[src/stdr_pkg.sv]
// Shared types and constants for the stick-to-direction repeat block.
// No dependencies; imported by stdr_delay and stick_to_direction_repeat_core.
package stdr_pkg;

  localparam int unsigned DirW   = 4;
  localparam int unsigned ThrW   = 15;
  localparam int unsigned RateW  = 16;
  localparam int unsigned MagW   = 17;
  localparam int unsigned TimeW  = 32;
  localparam int unsigned CfgIdxW = 2;
  localparam int unsigned CfgW   = 16;

  // direction bit positions
  localparam int unsigned DirLeft  = 0;
  localparam int unsigned DirRight = 1;
  localparam int unsigned DirUp    = 2;
  localparam int unsigned DirDown  = 3;

  // configuration register indexes
  localparam logic [CfgIdxW-1:0] CfgConvertEnable = 2'd0;
  localparam logic [CfgIdxW-1:0] CfgThreshold     = 2'd1;
  localparam logic [CfgIdxW-1:0] CfgRepeatPeriod  = 2'd2;

  localparam logic [ThrW-1:0] ThrReset = 15'd16384;

  typedef struct packed {
    logic signed [15:0] stick_x;
    logic signed [15:0] stick_y;
    logic [TimeW-1:0]   time_ms;
    logic               has_focus;
  } in_req_t;

  typedef struct packed {
    logic [DirW-1:0] dir_down;
    logic [DirW-1:0] dir_pressed;
    logic [DirW-1:0] dir_released;
  } out_res_t;

  // request to the shared delay unit
  typedef struct packed {
    logic [RateW-1:0] rate;
    logic [ThrW-1:0]  thr;
    logic [MagW-1:0]  mag;
  } delay_req_t;

endpackage

[src/stdr_delay.sv]
// Shared repeat-delay unit: one multiply, then a 16-step restoring divide.
// delay = floor(rate * (D - (mag - thr)) / D), D = 2 * (32768 - thr).
// Depends on stdr_pkg.
module stdr_delay (
  input  logic                          clk_i,
  input  logic                          rst_ni,
  input  logic                          start_i,
  input  stdr_pkg::delay_req_t          req_i,
  output logic                          done_o,
  output logic [stdr_pkg::RateW-1:0]    delay_o
);
  import stdr_pkg::*;

  typedef enum logic [1:0] {S_IDLE, S_MUL, S_DIV} state_e;

  state_e              state_q;
  logic [MagW-1:0]     d_q;
  logic [MagW-1:0]     n_q;
  logic [RateW-1:0]    rate_q;
  logic [MagW-1:0]     rem_q;
  logic [RateW-1:0]    quo_q;
  logic [3:0]          cnt_q;
  logic                done_q;

  logic [MagW-1:0]     d_calc;
  logic [MagW-1:0]     n_calc;
  logic [32:0]         prod;
  logic [MagW:0]       trial;
  logic                ge;

  // press implies mag > thr and mag <= 32768, so D/2 <= n < D
  assign d_calc = 17'h10000 - {1'b0, req_i.thr, 1'b0};
  assign n_calc = MagW'({1'b0, d_calc} + {3'b0, req_i.thr} - {1'b0, req_i.mag});
  assign prod   = {17'b0, rate_q} * {16'b0, n_q};
  // quotient < rate, so the top 17 bits of the product start below D
  assign trial  = {rem_q, quo_q[RateW-1]};
  assign ge     = trial >= {1'b0, d_q};

  always_ff @(posedge clk_i or negedge rst_ni) begin
    if (!rst_ni) begin
      state_q <= S_IDLE;
      cnt_q   <= '0;
      done_q  <= 1'b0;
    end else begin
      done_q <= 1'b0;
      case (state_q)
        S_IDLE: begin
          if (start_i) begin
            d_q     <= d_calc;
            n_q     <= n_calc;
            rate_q  <= req_i.rate;
            state_q <= S_MUL;
          end
        end
        S_MUL: begin
          rem_q   <= prod[32:16];
          quo_q   <= prod[15:0];
          cnt_q   <= '0;
          state_q <= S_DIV;
        end
        S_DIV: begin
          rem_q <= ge ? MagW'(trial - {1'b0, d_q}) : trial[MagW-1:0];
          quo_q <= {quo_q[RateW-2:0], ge};
          cnt_q <= cnt_q + 4'd1;
          if (cnt_q == 4'd15) begin
            done_q  <= 1'b1;
            state_q <= S_IDLE;
          end
        end
        default: state_q <= S_IDLE;
      endcase
    end
  end

  assign done_o  = done_q;
  assign delay_o = quo_q;

endmodule

[src/stick_to_direction_repeat_core.sv]
// Stick-to-direction converter with auto-repeat; top level.
// A request with no new press passes X_START, Y_START and FIN; an axis that sees a press
// also waits in X_WAIT or Y_WAIT while the shared delay unit runs (setup, multiply, 16 divide
// steps). One request at a time; the next can be taken in the same cycle as the result
// appears, later while the output stalls.
// Reset (async, active low): conversion off, threshold 16384, period 0, no deadlines.
// Depends on stdr_pkg and stdr_delay.
module stick_to_direction_repeat_core (
  input  logic                            clk_i,
  input  logic                            rst_ni,
  input  logic                            in_valid_i,
  output logic                            in_stall_o,
  input  stdr_pkg::in_req_t               in_req_i,
  output logic                            out_valid_o,
  input  logic                            out_stall_i,
  output stdr_pkg::out_res_t              out_res_o,
  input  logic                            cfg_we_i,
  input  logic [stdr_pkg::CfgIdxW-1:0]    cfg_idx_i,
  input  logic [stdr_pkg::CfgW-1:0]       cfg_wdata_i
);
  import stdr_pkg::*;

  typedef enum logic [2:0] {
    S_IDLE, S_X_START, S_X_WAIT, S_Y_START, S_Y_WAIT, S_FIN
  } state_e;

  state_e             state_q;
  logic               en_q;
  logic [ThrW-1:0]    thr_q;
  logic [RateW-1:0]   rate_q;
  logic [TimeW-1:0]   dl_q [DirW];
  logic [DirW-1:0]    dlv_q;
  logic [DirW-1:0]    held_q;
  logic [DirW-1:0]    prev_q;
  logic [DirW-1:0]    press_q;
  logic               active_q;
  logic [MagW-1:0]    ax_q;
  logic [MagW-1:0]    ay_q;
  logic [TimeW-1:0]   now_q;
  logic               out_valid_q;
  out_res_t           out_res_q;

  logic               accept;
  logic               active;
  logic signed [MagW-1:0] x_ext, y_ext, thr_pos, thr_neg;
  logic [DirW-1:0]    cur;
  logic [DirW-1:0]    release_m;
  logic [DirW-1:0]    live;
  logic [DirW-1:0]    reached;
  logic [DirW-1:0]    held_fin;
  logic [TimeW-1:0]   diff [DirW];
  logic               out_free;

  logic               du_start;
  delay_req_t         du_req;
  logic               du_done;
  logic [RateW-1:0]   du_delay;
  logic [TimeW-1:0]   armed_time;

  assign accept   = in_valid_i && (state_q == S_IDLE);
  assign out_free = !out_valid_q || !out_stall_i;

  assign active  = en_q && in_req_i.has_focus;
  assign x_ext   = MagW'(in_req_i.stick_x);
  assign y_ext   = MagW'(in_req_i.stick_y);
  assign thr_pos = $signed({2'b0, thr_q});
  assign thr_neg = -thr_pos;

  always_comb begin
    cur = '0;
    if (active) begin
      cur[DirLeft]  = x_ext < thr_neg;
      cur[DirRight] = x_ext > thr_pos;
      cur[DirUp]    = y_ext > thr_pos;
      cur[DirDown]  = y_ext < thr_neg;
    end
  end

  // final pass: releases disarm, then any armed deadline that has been reached drops the bit
  always_comb begin
    release_m = active_q ? (prev_q & ~held_q) : '0;
    live      = dlv_q & ~release_m;
    for (int i = 0; i < DirW; i++) begin
      diff[i]    = now_q - dl_q[i];
      reached[i] = active_q && live[i] && !diff[i][TimeW-1];
    end
    held_fin = held_q & ~reached;
  end

  assign du_start   = (state_q == S_X_START && |press_q[DirRight:DirLeft]) ||
                      (state_q == S_Y_START && |press_q[DirDown:DirUp]);
  assign du_req.rate = rate_q;
  assign du_req.thr  = thr_q;
  assign du_req.mag  = (state_q == S_X_START) ? ax_q : ay_q;
  assign armed_time  = now_q + {{(TimeW-RateW){1'b0}}, du_delay};

  stdr_delay u_delay (
    .clk_i   (clk_i),
    .rst_ni  (rst_ni),
    .start_i (du_start),
    .req_i   (du_req),
    .done_o  (du_done),
    .delay_o (du_delay)
  );

  always_ff @(posedge clk_i or negedge rst_ni) begin
    if (!rst_ni) begin
      state_q     <= S_IDLE;
      en_q        <= 1'b0;
      thr_q       <= ThrReset;
      rate_q      <= '0;
      dlv_q       <= '0;
      held_q      <= '0;
      prev_q      <= '0;
      press_q     <= '0;
      active_q    <= 1'b0;
      out_valid_q <= 1'b0;
    end else begin
      if (out_valid_q && !out_stall_i) begin
        out_valid_q <= 1'b0;
      end
      if (cfg_we_i) begin
        case (cfg_idx_i)
          CfgConvertEnable: begin
            en_q  <= cfg_wdata_i[0];
            dlv_q <= '0;
          end
          CfgThreshold: begin
            thr_q <= cfg_wdata_i[ThrW-1:0];
            dlv_q <= '0;
          end
          CfgRepeatPeriod: begin
            rate_q <= cfg_wdata_i[RateW-1:0];
            dlv_q  <= '0;
          end
          default: ;
        endcase
      end
      case (state_q)
        S_IDLE: begin
          if (accept) begin
            prev_q   <= held_q;
            held_q   <= cur;
            press_q  <= cur & ~held_q;
            active_q <= active;
            ax_q     <= x_ext[MagW-1] ? MagW'(-x_ext) : x_ext;
            ay_q     <= y_ext[MagW-1] ? MagW'(-y_ext) : y_ext;
            now_q    <= in_req_i.time_ms;
            state_q  <= S_X_START;
          end
        end
        S_X_START: state_q <= du_start ? S_X_WAIT : S_Y_START;
        S_X_WAIT: begin
          if (du_done) begin
            for (int i = DirLeft; i <= DirRight; i++) begin
              if (press_q[i]) begin
                dl_q[i]  <= armed_time;
                dlv_q[i] <= 1'b1;
              end
            end
            state_q <= S_Y_START;
          end
        end
        S_Y_START: state_q <= du_start ? S_Y_WAIT : S_FIN;
        S_Y_WAIT: begin
          if (du_done) begin
            for (int i = DirUp; i <= DirDown; i++) begin
              if (press_q[i]) begin
                dl_q[i]  <= armed_time;
                dlv_q[i] <= 1'b1;
              end
            end
            state_q <= S_FIN;
          end
        end
        S_FIN: begin
          if (out_free) begin
            if (active_q) begin
              dlv_q <= live & ~reached;
            end
            held_q                 <= held_fin;
            out_res_q.dir_down     <= held_fin;
            out_res_q.dir_pressed  <= held_fin & ~prev_q;
            out_res_q.dir_released <= prev_q & ~held_fin;
            out_valid_q            <= 1'b1;
            state_q                <= S_IDLE;
          end
        end
        default: state_q <= S_IDLE;
      endcase
    end
  end

  assign in_stall_o  = (state_q != S_IDLE);
  assign out_valid_o = out_valid_q;
  assign out_res_o   = out_res_q;

endmodule

[config.mk]
export PLATFORM = sky130hd
export DESIGN_NAME = stick_to_direction_repeat_core
export DESIGN_NICKNAME = d
export VERILOG_FILES = /design/src/stdr_pkg.sv /design/src/stdr_delay.sv /design/src/stick_to_direction_repeat_core.sv
export SDC_FILE = /design/constraint.sdc
export NUM_CORES = 1
export LEC_CHECK = 0
export BUFFER_PORTS_ARGS = -buffer_cell sky130_fd_sc_hd__clkbuf_2
export CAP_MARGIN = 20
export CELL_PAD_IN_SITES_DETAIL_PLACEMENT = 1
export CELL_PAD_IN_SITES_GLOBAL_PLACEMENT = 2
export CORE_ASPECT_RATIO = 0.8
export CORE_UTILIZATION = 38
export DETAILED_ROUTE_END_ITERATION = 7
export PLACE_DENSITY_LB_ADDON = 0.1
export SLEW_MARGIN = 10
export SYNTH_ARGS = -nofsm -noshare
export SYNTH_HDL_FRONTEND = slang
export SYNTH_HIERARCHICAL = 1
export SYNTH_SLANG_ARGS = --single-unit
[constraint.sdc]
create_clock -name clk_i -period 6.1 [get_ports clk_i]
set_input_delay 0.61 -clock clk_i [delete_from_list [all_inputs] [get_ports clk_i]]
set_output_delay 0.61 -clock clk_i [all_outputs]
set_load 0.01 [all_outputs]
==> results.sh, run 1 <==
export IMPL_outcome="completed"
export IMPL_ys_seq_area_share_pct=34.01
export IMPL_synth_area_top_cells="edfxtp_1 29%, fa_1 15%, ha_1 14%"
export IMPL_synth_cell_types=87
export IMPL_synth_top_area_share_pct=28.98
export IMPL_critPathKind="reg -> reg"
export IMPL_die_h_um=252.7
export IMPL_initial_core_util_pct=38.55
export IMPL_antenna_found_initial=4
export IMPL_die_area_um2=79670
export IMPL_period_minus_slack_ns=6.071
export IMPL_grt_pass1_vias=23850
export IMPL_holdBufCountCts=0
export IMPL_synth_edf_count=288
export IMPL_fin_setup_tns_ns=0
export IMPL_async_flop_share_pct=17.24
export IMPL_finalCritPeriodShare_pct=99.52
export IMPL_layout_commonest_cell="inv_1"
export IMPL_ys_seq_elements=348
export IMPL_r2r_end="u_delay/rem_q[12]"
export IMPL_endpoint_kind="flip-flop"
export IMPL_fillCellCount=8601
export IMPL_maxCapViolCount=0
export IMPL_mappedNetlistArea_um2=29850
export IMPL_r2r_slack_ns=0.03
export IMPL_core_area_um2=77420
export IMPL_syn2layout_area_growth_pct=15.28
export IMPL_min_path_type="in -> async"
export IMPL_rows=91
export IMPL_hold_viol=0
export IMPL_cts_buffers=41
export IMPL_syn_avg_cell_area_um2=10.27
export IMPL_die_w_um=315.3
export IMPL_routed_wl_mm=86.86
export IMPL_vias=21830
export IMPL_rsz0062_at_grt="yes"
export IMPL_grt_pass1_wl_mm=136.6
export IMPL_drv_slew=0
export IMPL_firstDrtPassIters=7
export IMPL_r2r_start="u_delay/rate_q[6]"
export IMPL_globalRouteTotalUtil_pct=22.25
export IMPL_drive_gt1_share_pct=15.39
export IMPL_ctsHtreeMaxLevel=2
export IMPL_antenna_left=0
export IMPL_clk_latency_ns=0.58
export IMPL_worst_pin_slew_ns=1.126
export IMPL_worstSetupStartpointType="flip-flop"
export IMPL_drc=0
export IMPL_cts_sinks=348
export IMPL_syn_inst=2906
export IMPL_cts_tree="yes"
export IMPL_io_buffer_count=101
export IMPL_finClkSkew_ns=0.01605
export IMPL_overflow=0
export IMPL_globalplace_congestion=0.8477
export IMPL_crit_start="u_delay/rate_q[6]"
export IMPL_r2r_cells=22
export IMPL_path_max_fanout=6
export IMPL_ys_flop_type="edfxtp_1"
export IMPL_post_dp_hpwl_mm=70.03
export IMPL_worst_ep_arrival_time_ns=6.40
export IMPL_cts_root_buffer="clkbuf_16"
export IMPL_finalSetupViolCount=0
export IMPL_num_nets_final=3781
export IMPL_drt_initial_drc_count=1003
export IMPL_yosysTopAreaCell="edfxtp_1"
export IMPL_cp_required_ns=6.43
export IMPL_wl_per_cell_um=20.78
export IMPL_yosysWarnings=6
export IMPL_relSlewSlack_pct=24.73
export IMPL_io_pins=102
export IMPL_clk_pin_slew_worst_paths_ns=0.07
export IMPL_max_freq_mhz=164.7
export IMPL_vias_per_cell=5.220
export IMPL_final_cell_mix="457 x inv_1, 325 x ha_1, 301 x nand2_1"
export IMPL_grt_max_degree=67
export IMPL_crit_path_end="u_delay/rem_q[12]"
export IMPL_clockBufferDepth=3
-- sequential cells by signal (all words and copies together), names as in the netlist, 17 cells and up --
signal         flops
ax_q              17
ay_q              17
dl_q             128
now_q             32
u_delay/n_q       17
u_delay/rem_q     17
-- routing by layer --
metal	routed length, µm	part of all wire, %	vias up	track usage (%)
li1	-	-	10340	-
met3	2760	3.2	107	2.412
met5	28	0.032	-	0
met2	39970	46	320	36.00
met4	1898	2.2	4	5.452
met1	42210	49	11060	31.75
-- final cells by class --
type	count	area (µm²)	area share (%)
Tap cell	1023	1280	3.720
Antenna cell	1	2.502	0.007273
Inverter	473	1775	5.160
Timing Repair Buffer	243	1739	5.055
Clock inverter	19	182.7	0.5309
Sequential cell	348	10150	29.50
Clock buffer	57	1221	3.549
Multi-Input combinational cell	2017	18050	52.47
-- stage by stage --
stage               cell area [µm²]  util [%]  hold WS [ns]  worst slack (ns)  std cells
floorplan                     29850         -        0.3144          0.003979       2907
global placement              32430     41.89        0.4235           -0.1281       4085
detailed placement            32440     41.90        0.4348           -0.2728       4086
CTS                           34240     44.22      0.005895         0.0008962       4175
global route                  34400     44.43       0.03579           -0.1815       4180
finish                        34410     44.44       0.02095           0.02934       4181
-- what timing repair did --
action                                  CTS  global route
setup buffers                            13             4
gates resized for setup                  63            38
endpoints found under the setup margin   14            14
gates cloned                              0             0
pin swaps                                62            26
-- Yosys cell counts, types with 8 or more instances --
cell,n
inv_1,472
ha_1,344
nand2_1,304
edfxtp_1,288
fa_1,225
a21oi_1,140
and2_1,131
o21ai_0,108
xnor2_1,101
nor2_1,82
dfrtp_1,59
mux2_2,57
clkbuf_1,56
nand3_1,53
xor2_1,40
a21o_1,38
nor3_1,36
a211oi_1,31
and3_1,30
nand4_1,29
nor2b_1,29
a31oi_1,17
o21ai_1,16
nand2b_1,15
o31ai_1,14
nor4_1,13
o21bai_1,12
o211ai_1,11
a211o_1,10
buf_2,8
o21a_1,8
-- how the worst min path moves through the flow --
stage                                   end  cells past startpoint  slack, ns
after floorplan                    active_q                      0       0.31
after detailed placement  u_delay/rate_q[2]                      0       0.43
after global placement    u_delay/rate_q[3]                      0       0.42
after global routing               thr_q[8]                      1       0.04
final                              thr_q[8]                      1       0.02
after CTS                         rate_q[3]                      1      0.006
-- kinds of logic (layout without fill, tap and decap cells) --
kind of cell	Yosys count	after routing	share of synthesized area [%]
other cells	1	3	0.01256
buf+inv	542	792	6.913
fa+ha+maj	569	569	29.51
simple gates	770	770	12.94
xor+xnor	141	141	4.138
flops	348	348	34.01
compound gates	470	470	10.05
mux	65	65	2.423
-- worst max-delay path, stage by stage, from the launching register on --
cell	delay [ns]
edfxtp_1	0.54
buf_6	0.20
and2_4	0.15
fa_1	0.52
inv_1	0.05
fa_1	0.47
fa_2	0.53
inv_1	0.05
fa_2	0.46
fa_1	0.50
inv_1	0.06
fa_1	0.54
inv_2	0.06
ha_4	0.26
and4_1	0.19
nand3_1	0.08
a31o_1	0.22
a211oi_2	0.21
buf_4	0.19
nor2_4	0.05
o21ai_2	0.13
xor2_1	0.07
mux2_4	0.26
Power of run 1 is left out: the tool's default activity adds up to more than one toggle a clock period on the data nets, which glitch-free logic cannot reach.
==> inputs of run 2 (changes only) <==
- CORE_UTILIZATION: 38 -> 43
- PLACE_DENSITY_LB_ADDON: 0.1 -> 0.25
- clock period: 6.1 -> 6.84 ns (I/O delays scaled with it)
==> results.sh, run 2 (synthesis gave the netlist of run 1 again) <==
export IMPL_grt_busiest_layer="met2"
export IMPL_die_h_um=237.6
export IMPL_r2r_slack_ns=0.27
export IMPL_rsz0062_at_grt="yes"
export IMPL_wl_per_cell_um=21.52
export IMPL_drt_initial_drc_count=1145
export IMPL_grt_pass1_vias=23200
export IMPL_cts_buffers=41
export IMPL_r2r_cells=20
export IMPL_antenna_found_initial=2
export IMPL_drive_gt1_share_pct=10.11
export IMPL_die_area_um2=70470
export IMPL_period_minus_slack_ns=6.567
export IMPL_finClkSkew_ns=0.01965
export IMPL_min_path_type="in -> async"
export IMPL_fin_cells=3990
export IMPL_cts_sinks=348
export IMPL_r2r_end="u_delay/rem_q[12]"
export IMPL_rows=86
export IMPL_relSlewSlack_pct=26.26
export IMPL_firstDrtPassIters=5
export IMPL_io_pins=102
export IMPL_path_max_fanout=16
export IMPL_dp_cells=3884
export IMPL_endpoint_kind="flip-flop"
export IMPL_worst_ep_arrival_time_ns=6.88
export IMPL_grt_max_degree=67
export IMPL_clk_pin_slew_worst_paths_ns=0.07
export IMPL_worstSetupStartpointType="flip-flop"
export IMPL_ctsHtreeMaxLevel=2
export IMPL_overflow=0
export IMPL_largest_register_ffs=128
export IMPL_hold_viol=0
export IMPL_layout_commonest_cell="inv_1"
export IMPL_final_cell_mix="472 x inv_1, 343 x ha_1, 304 x nand2_1"
export IMPL_grtUsageMet1_pct=35.44
export IMPL_globalplace_congestion=0.8928
export IMPL_cts_tree="yes"
export IMPL_grt_pass1_wl_mm=133.6
export IMPL_maxCapViolCount=0
export IMPL_crit_start="u_delay/n_q[5]"
export IMPL_met3_usage_pct=3.179
export IMPL_outcome="completed"
export IMPL_clockBufferDepth=3
export IMPL_max_freq_mhz=152.3
export IMPL_top_regs="dl_q x128, now_q x32"
export IMPL_num_nets_final=3690
export IMPL_clk_latency_ns=0.56
export IMPL_post_dp_hpwl_mm=68.29
export IMPL_initial_core_util_pct=43.41
export IMPL_finalSetupViolCount=0
export IMPL_core_area_um2=68760
export IMPL_r2r_start="u_delay/n_q[5]"
export IMPL_syn2layout_area_growth_pct=11.21
export IMPL_drv_slew=0
export IMPL_finalCritPeriodShare_pct=96.01
export IMPL_globalRouteTotalUtil_pct=24.69
export IMPL_antenna_left=0
export IMPL_io_buffer_count=101
export IMPL_fin_setup_tns_ns=0
export IMPL_cts_root_buffer="clkbuf_16"
export IMPL_holdBufCountCts=0
export IMPL_top_register="dl_q"
export IMPL_die_w_um=296.6
export IMPL_grt_util_met2_pct=39.69
export IMPL_num_antenna_cells=0
export IMPL_routed_wl_mm=85.87
export IMPL_final_util_pct=48.27
export IMPL_drc=0
export IMPL_worst_pin_slew_ns=1.095
export IMPL_vias=21760
export IMPL_vias_per_cell=5.455
export IMPL_cp_required_ns=7.15
export IMPL_critPathKind="reg -> reg"
export IMPL_cts_resized=0
[run 2: cell types whose count changed in the layout (fill, tap and decap cells not counted), moves of 15 or more]
cell | before | now
buf_4 | 126 | 40
ha_1 | 325 | 343
ha_4 | 15 | 0
inv_1 | 457 | 472
inv_2 | 16 | 1
[run 2: how the worst max path moves through the flow]
stage                             end  cells after the start
floorplan           u_delay/rem_q[15]                     21
global placement    u_delay/rem_q[15]                     19
detailed placement  u_delay/rem_q[15]                     19
CTS                 u_delay/rem_q[12]                     19
global route        u_delay/rem_q[15]                     20
finish              u_delay/rem_q[12]                     20
[run 2: layout make-up]
cell class,count,area [µm²]
inverters,473,1775
multi-input cells,2017,17640
repair buffers,152,1021
well taps,924,1156
clock buffers,54,1191
fillers,7596,35570
flip-flops and latches,348,10150
clock inverters,22,254.0
[run 2: critical path: stages (launching register included)]
cell	delay, ns
edfxtp_1	0.67
and2_1	0.30
fa_1	0.47
inv_1	0.05
fa_1	0.50
inv_1	0.08
fa_1	0.52
fa_1	0.53
fa_1	0.55
inv_1	0.05
fa_1	0.53
inv_1	0.04
ha_1	0.37
a211oi_1	0.29
nor2_1	0.11
o41ai_2	0.32
o32ai_2	0.15
nor2_1	0.23
o21ai_1	0.10
xor2_1	0.18
mux2_2	0.27
[run 2: what timing repair did]
item / CTS / global route
hold endpoints to repair: 0 / 0
endpoints found under the setup margin: 0 / 7
buffers inserted: 0 / 29
[run 2: through the flow]
stage                     setup slack [ns]  hold WS [ns]  instance area [µm²]
after CTS                           0.2328        0.1702                32830
final                               0.2731        0.1961                33190
after detailed placement            0.2375        0.4327                31390
after global routing              -0.03444        0.2099                33190
after global placement              0.3803        0.4299                31390
after floorplan                     0.7440        0.3884                29850
[run 2: routing by layer]
layer  wire (µm)  vias up
li1            -    10140
met1       40120    11100
met2       40120      440
met3        3949       89
met4        1686        0
met5           0        -
Power of run 2 is left out for the same reason.
==> inputs of run 3 (changes only) <==
- PLACE_DENSITY: unset -> 0.93
- PLACE_DENSITY_LB_ADDON: 0.25 -> unset
- SKIP_LAST_GASP: unset -> 1
==> results.sh, run 3 (synthesis gave the netlist of run 1 again) <==
export IMPL_cts_sinks=348
export IMPL_min_path_type="in -> async"
export IMPL_core_area_um2=68760
export IMPL_fin_setup_tns_ns=0
export IMPL_critPathKind="reg -> reg"
export IMPL_cts_resized=0
export IMPL_drive_gt1_share_pct=9.715
export IMPL_clk_pin_slew_worst_paths_ns=0.06
export IMPL_largest_register_ffs=128
export IMPL_top_register="dl_q"
export IMPL_antenna_left=0
export IMPL_max_freq_mhz=151.5
export IMPL_grt_busiest_layer="met2"
export IMPL_die_w_um=296.6
export IMPL_initial_core_util_pct=43.41
export IMPL_drv_slew=0
export IMPL_multi_input_area_um2=17640
export IMPL_firstDrtPassIters=7
export IMPL_num_nets_final=3684
export IMPL_ff_latch_area_um2=10150
export IMPL_cts_buffers=40
export IMPL_slowest_delay_ns=0.77
export IMPL_critical_path_slowest_cell="edfxtp_1"
export IMPL_worstSetupStartpointType="flip-flop"
export IMPL_worst_pin_slew_ns=1.059
export IMPL_num_antenna_cells=0
export IMPL_wl_per_cell_um=21.48
export IMPL_rows=86
export IMPL_finClkSkew_ns=0.05827
export IMPL_globalRouteTotalUtil_pct=24.47
export IMPL_path_max_fanout=11
export IMPL_globalplace_congestion=0.9309
export IMPL_io_pins=102
export IMPL_grt_util_met2_pct=41.79
export IMPL_overflow=0
export IMPL_dp_cells=3885
export IMPL_outcome="completed"
export IMPL_worst_ep_arrival_time_ns=6.94
export IMPL_routed_wl_mm=85.52
export IMPL_syn2layout_area_growth_pct=10.49
export IMPL_period_minus_slack_ns=6.603
export IMPL_post_dp_hpwl_mm=66.61
export IMPL_maxCapViolCount=0
export IMPL_finalSetupViolCount=0
export IMPL_antenna_found_initial=0
export IMPL_met3_usage_pct=2.936
export IMPL_die_area_um2=70470
export IMPL_fin_cells=3981
export IMPL_top_regs="dl_q x128, now_q x32"
export IMPL_fillCellCount=7616
export IMPL_clk_latency_ns=0.60
export IMPL_grt_max_degree=67
export IMPL_cts_tree="yes"
export IMPL_grtUsageMet1_pct=32.23
export IMPL_grt_pass1_wl_mm=134.3
export IMPL_layout_commonest_cell="inv_1"
export IMPL_finalCritPeriodShare_pct=96.53
export IMPL_vias_per_cell=5.560
export IMPL_grt_pass1_vias=24490
export IMPL_worst_path_most_repeated_cell="fa_1"
export IMPL_die_h_um=237.6
export IMPL_drt_initial_drc_count=1460
export IMPL_io_buffer_count=101
export IMPL_worstPathCellList="buf_4 -> nand2_1 -> fa_1 -> inv_1 -> fa_1 -> inv_1 -> fa_1 -> fa_1 -> inv_1 -> fa_1 -> ha_1 -> ha_1 -> nand2_1 -> nor2_1 -> nand3_1 -> a211oi_2 -> nor2_1 -> o21ai_1 -> xor2_1 -> mux2_2"
export IMPL_vias=22130
export IMPL_hold_viol=0
export IMPL_clockBufferDepth=3
export IMPL_cp_required_ns=7.17
export IMPL_relSlewSlack_pct=29.43
export IMPL_drc=0
export IMPL_cts_root_buffer="clkbuf_16"
export IMPL_endpoint_kind="flip-flop"
export IMPL_ctsHtreeMaxLevel=2
export IMPL_final_cell_mix="472 x inv_1, 343 x ha_1, 304 x nand2_1"
-- run 3: cell types whose count changed in the layout (fill, tap and decap cells not counted), moves of 2 or more --
cell        before  now
buf_12          10    8
buf_4           40   36
bufinv_16        5    2
clkbuf_16       46   41
clkinv_1         4    8
clkinv_16        0    2
clkinvlp_4       2    0
-- run 3: stage by stage --
| stage | setup WS (ns) | util, % | hold slack [ns] | cell area, µm² |
|---|---|---|---|---|
| floorplan | 0.7440 | - | 0.3884 | 29850 |
| detailed placement | 0.2707 | 45.66 | 0.4362 | 31400 |
| finish | 0.2373 | 47.96 | 0.2338 | 32980 |
| global route | -0.004581 | 47.96 | 0.2514 | 32980 |
| global placement | 0.3911 | 45.66 | 0.4294 | 31400 |
| CTS | 0.2031 | 47.54 | 0.2297 | 32690 |
-- run 3: routing by layer --
layer / vias to the layer above / routed length, µm
met5: - / 0
met4: 0 / 2575
met3: 150 / 3637
met2: 575 / 42010
met1: 11280 / 37290
li1: 10130 / -
-- run 3: cell type report --
cell class | instances | area share (%)
Inverter | 473 | 5.384
Tap cell | 924 | 3.506
Clock inverter | 22 | 0.6526
Clock buffer | 50 | 3.274
Sequential cell | 348 | 30.78
Multi-Input combinational cell | 2017 | 53.50
Timing Repair Buffer | 147 | 2.906
-- run 3: critical path: cells and delay by family, from the launching register on --
family                     cells  cell delay, ns
muxes                          1            0.27
DFF                            1            0.77
and+or+nand+nor                5            0.81
xor gates and xnor gates       1            0.09
adders and majority gates      7            3.34
AOI/OAI and AO/OA              2            0.62
buffers and inverters          4            0.43
-- run 3: final timing paths --
path / from / to / slack [ns] / depth (start not counted)
max reg2reg: u_delay/n_q[14] / u_delay/rem_q[12] / 0.24 / 20
min: rst_ni / u_delay/cnt_q[2] / 0.23 / 1
min reg2reg: rate_q[12] / u_delay/rate_q[12] / 0.45 / 0
max: u_delay/n_q[14] / u_delay/rem_q[12] / 0.24 / 20
min in group clk_i: in_req_i[27] / now_q[26] / 0.26 / 1
max in group asynchronous: rst_ni / thr_q[14] / 5.58 / 2
-- run 3: what timing repair did --
| item | CTS | global route |
|---|---|---|
| hold buffers | 0 | 0 |
| endpoints found under the setup margin | 0 | 4 |
| setup buffers | 0 | 22 |
| endpoints found under the hold margin | 0 | 0 |
Power of run 3 is left out for the same reason.
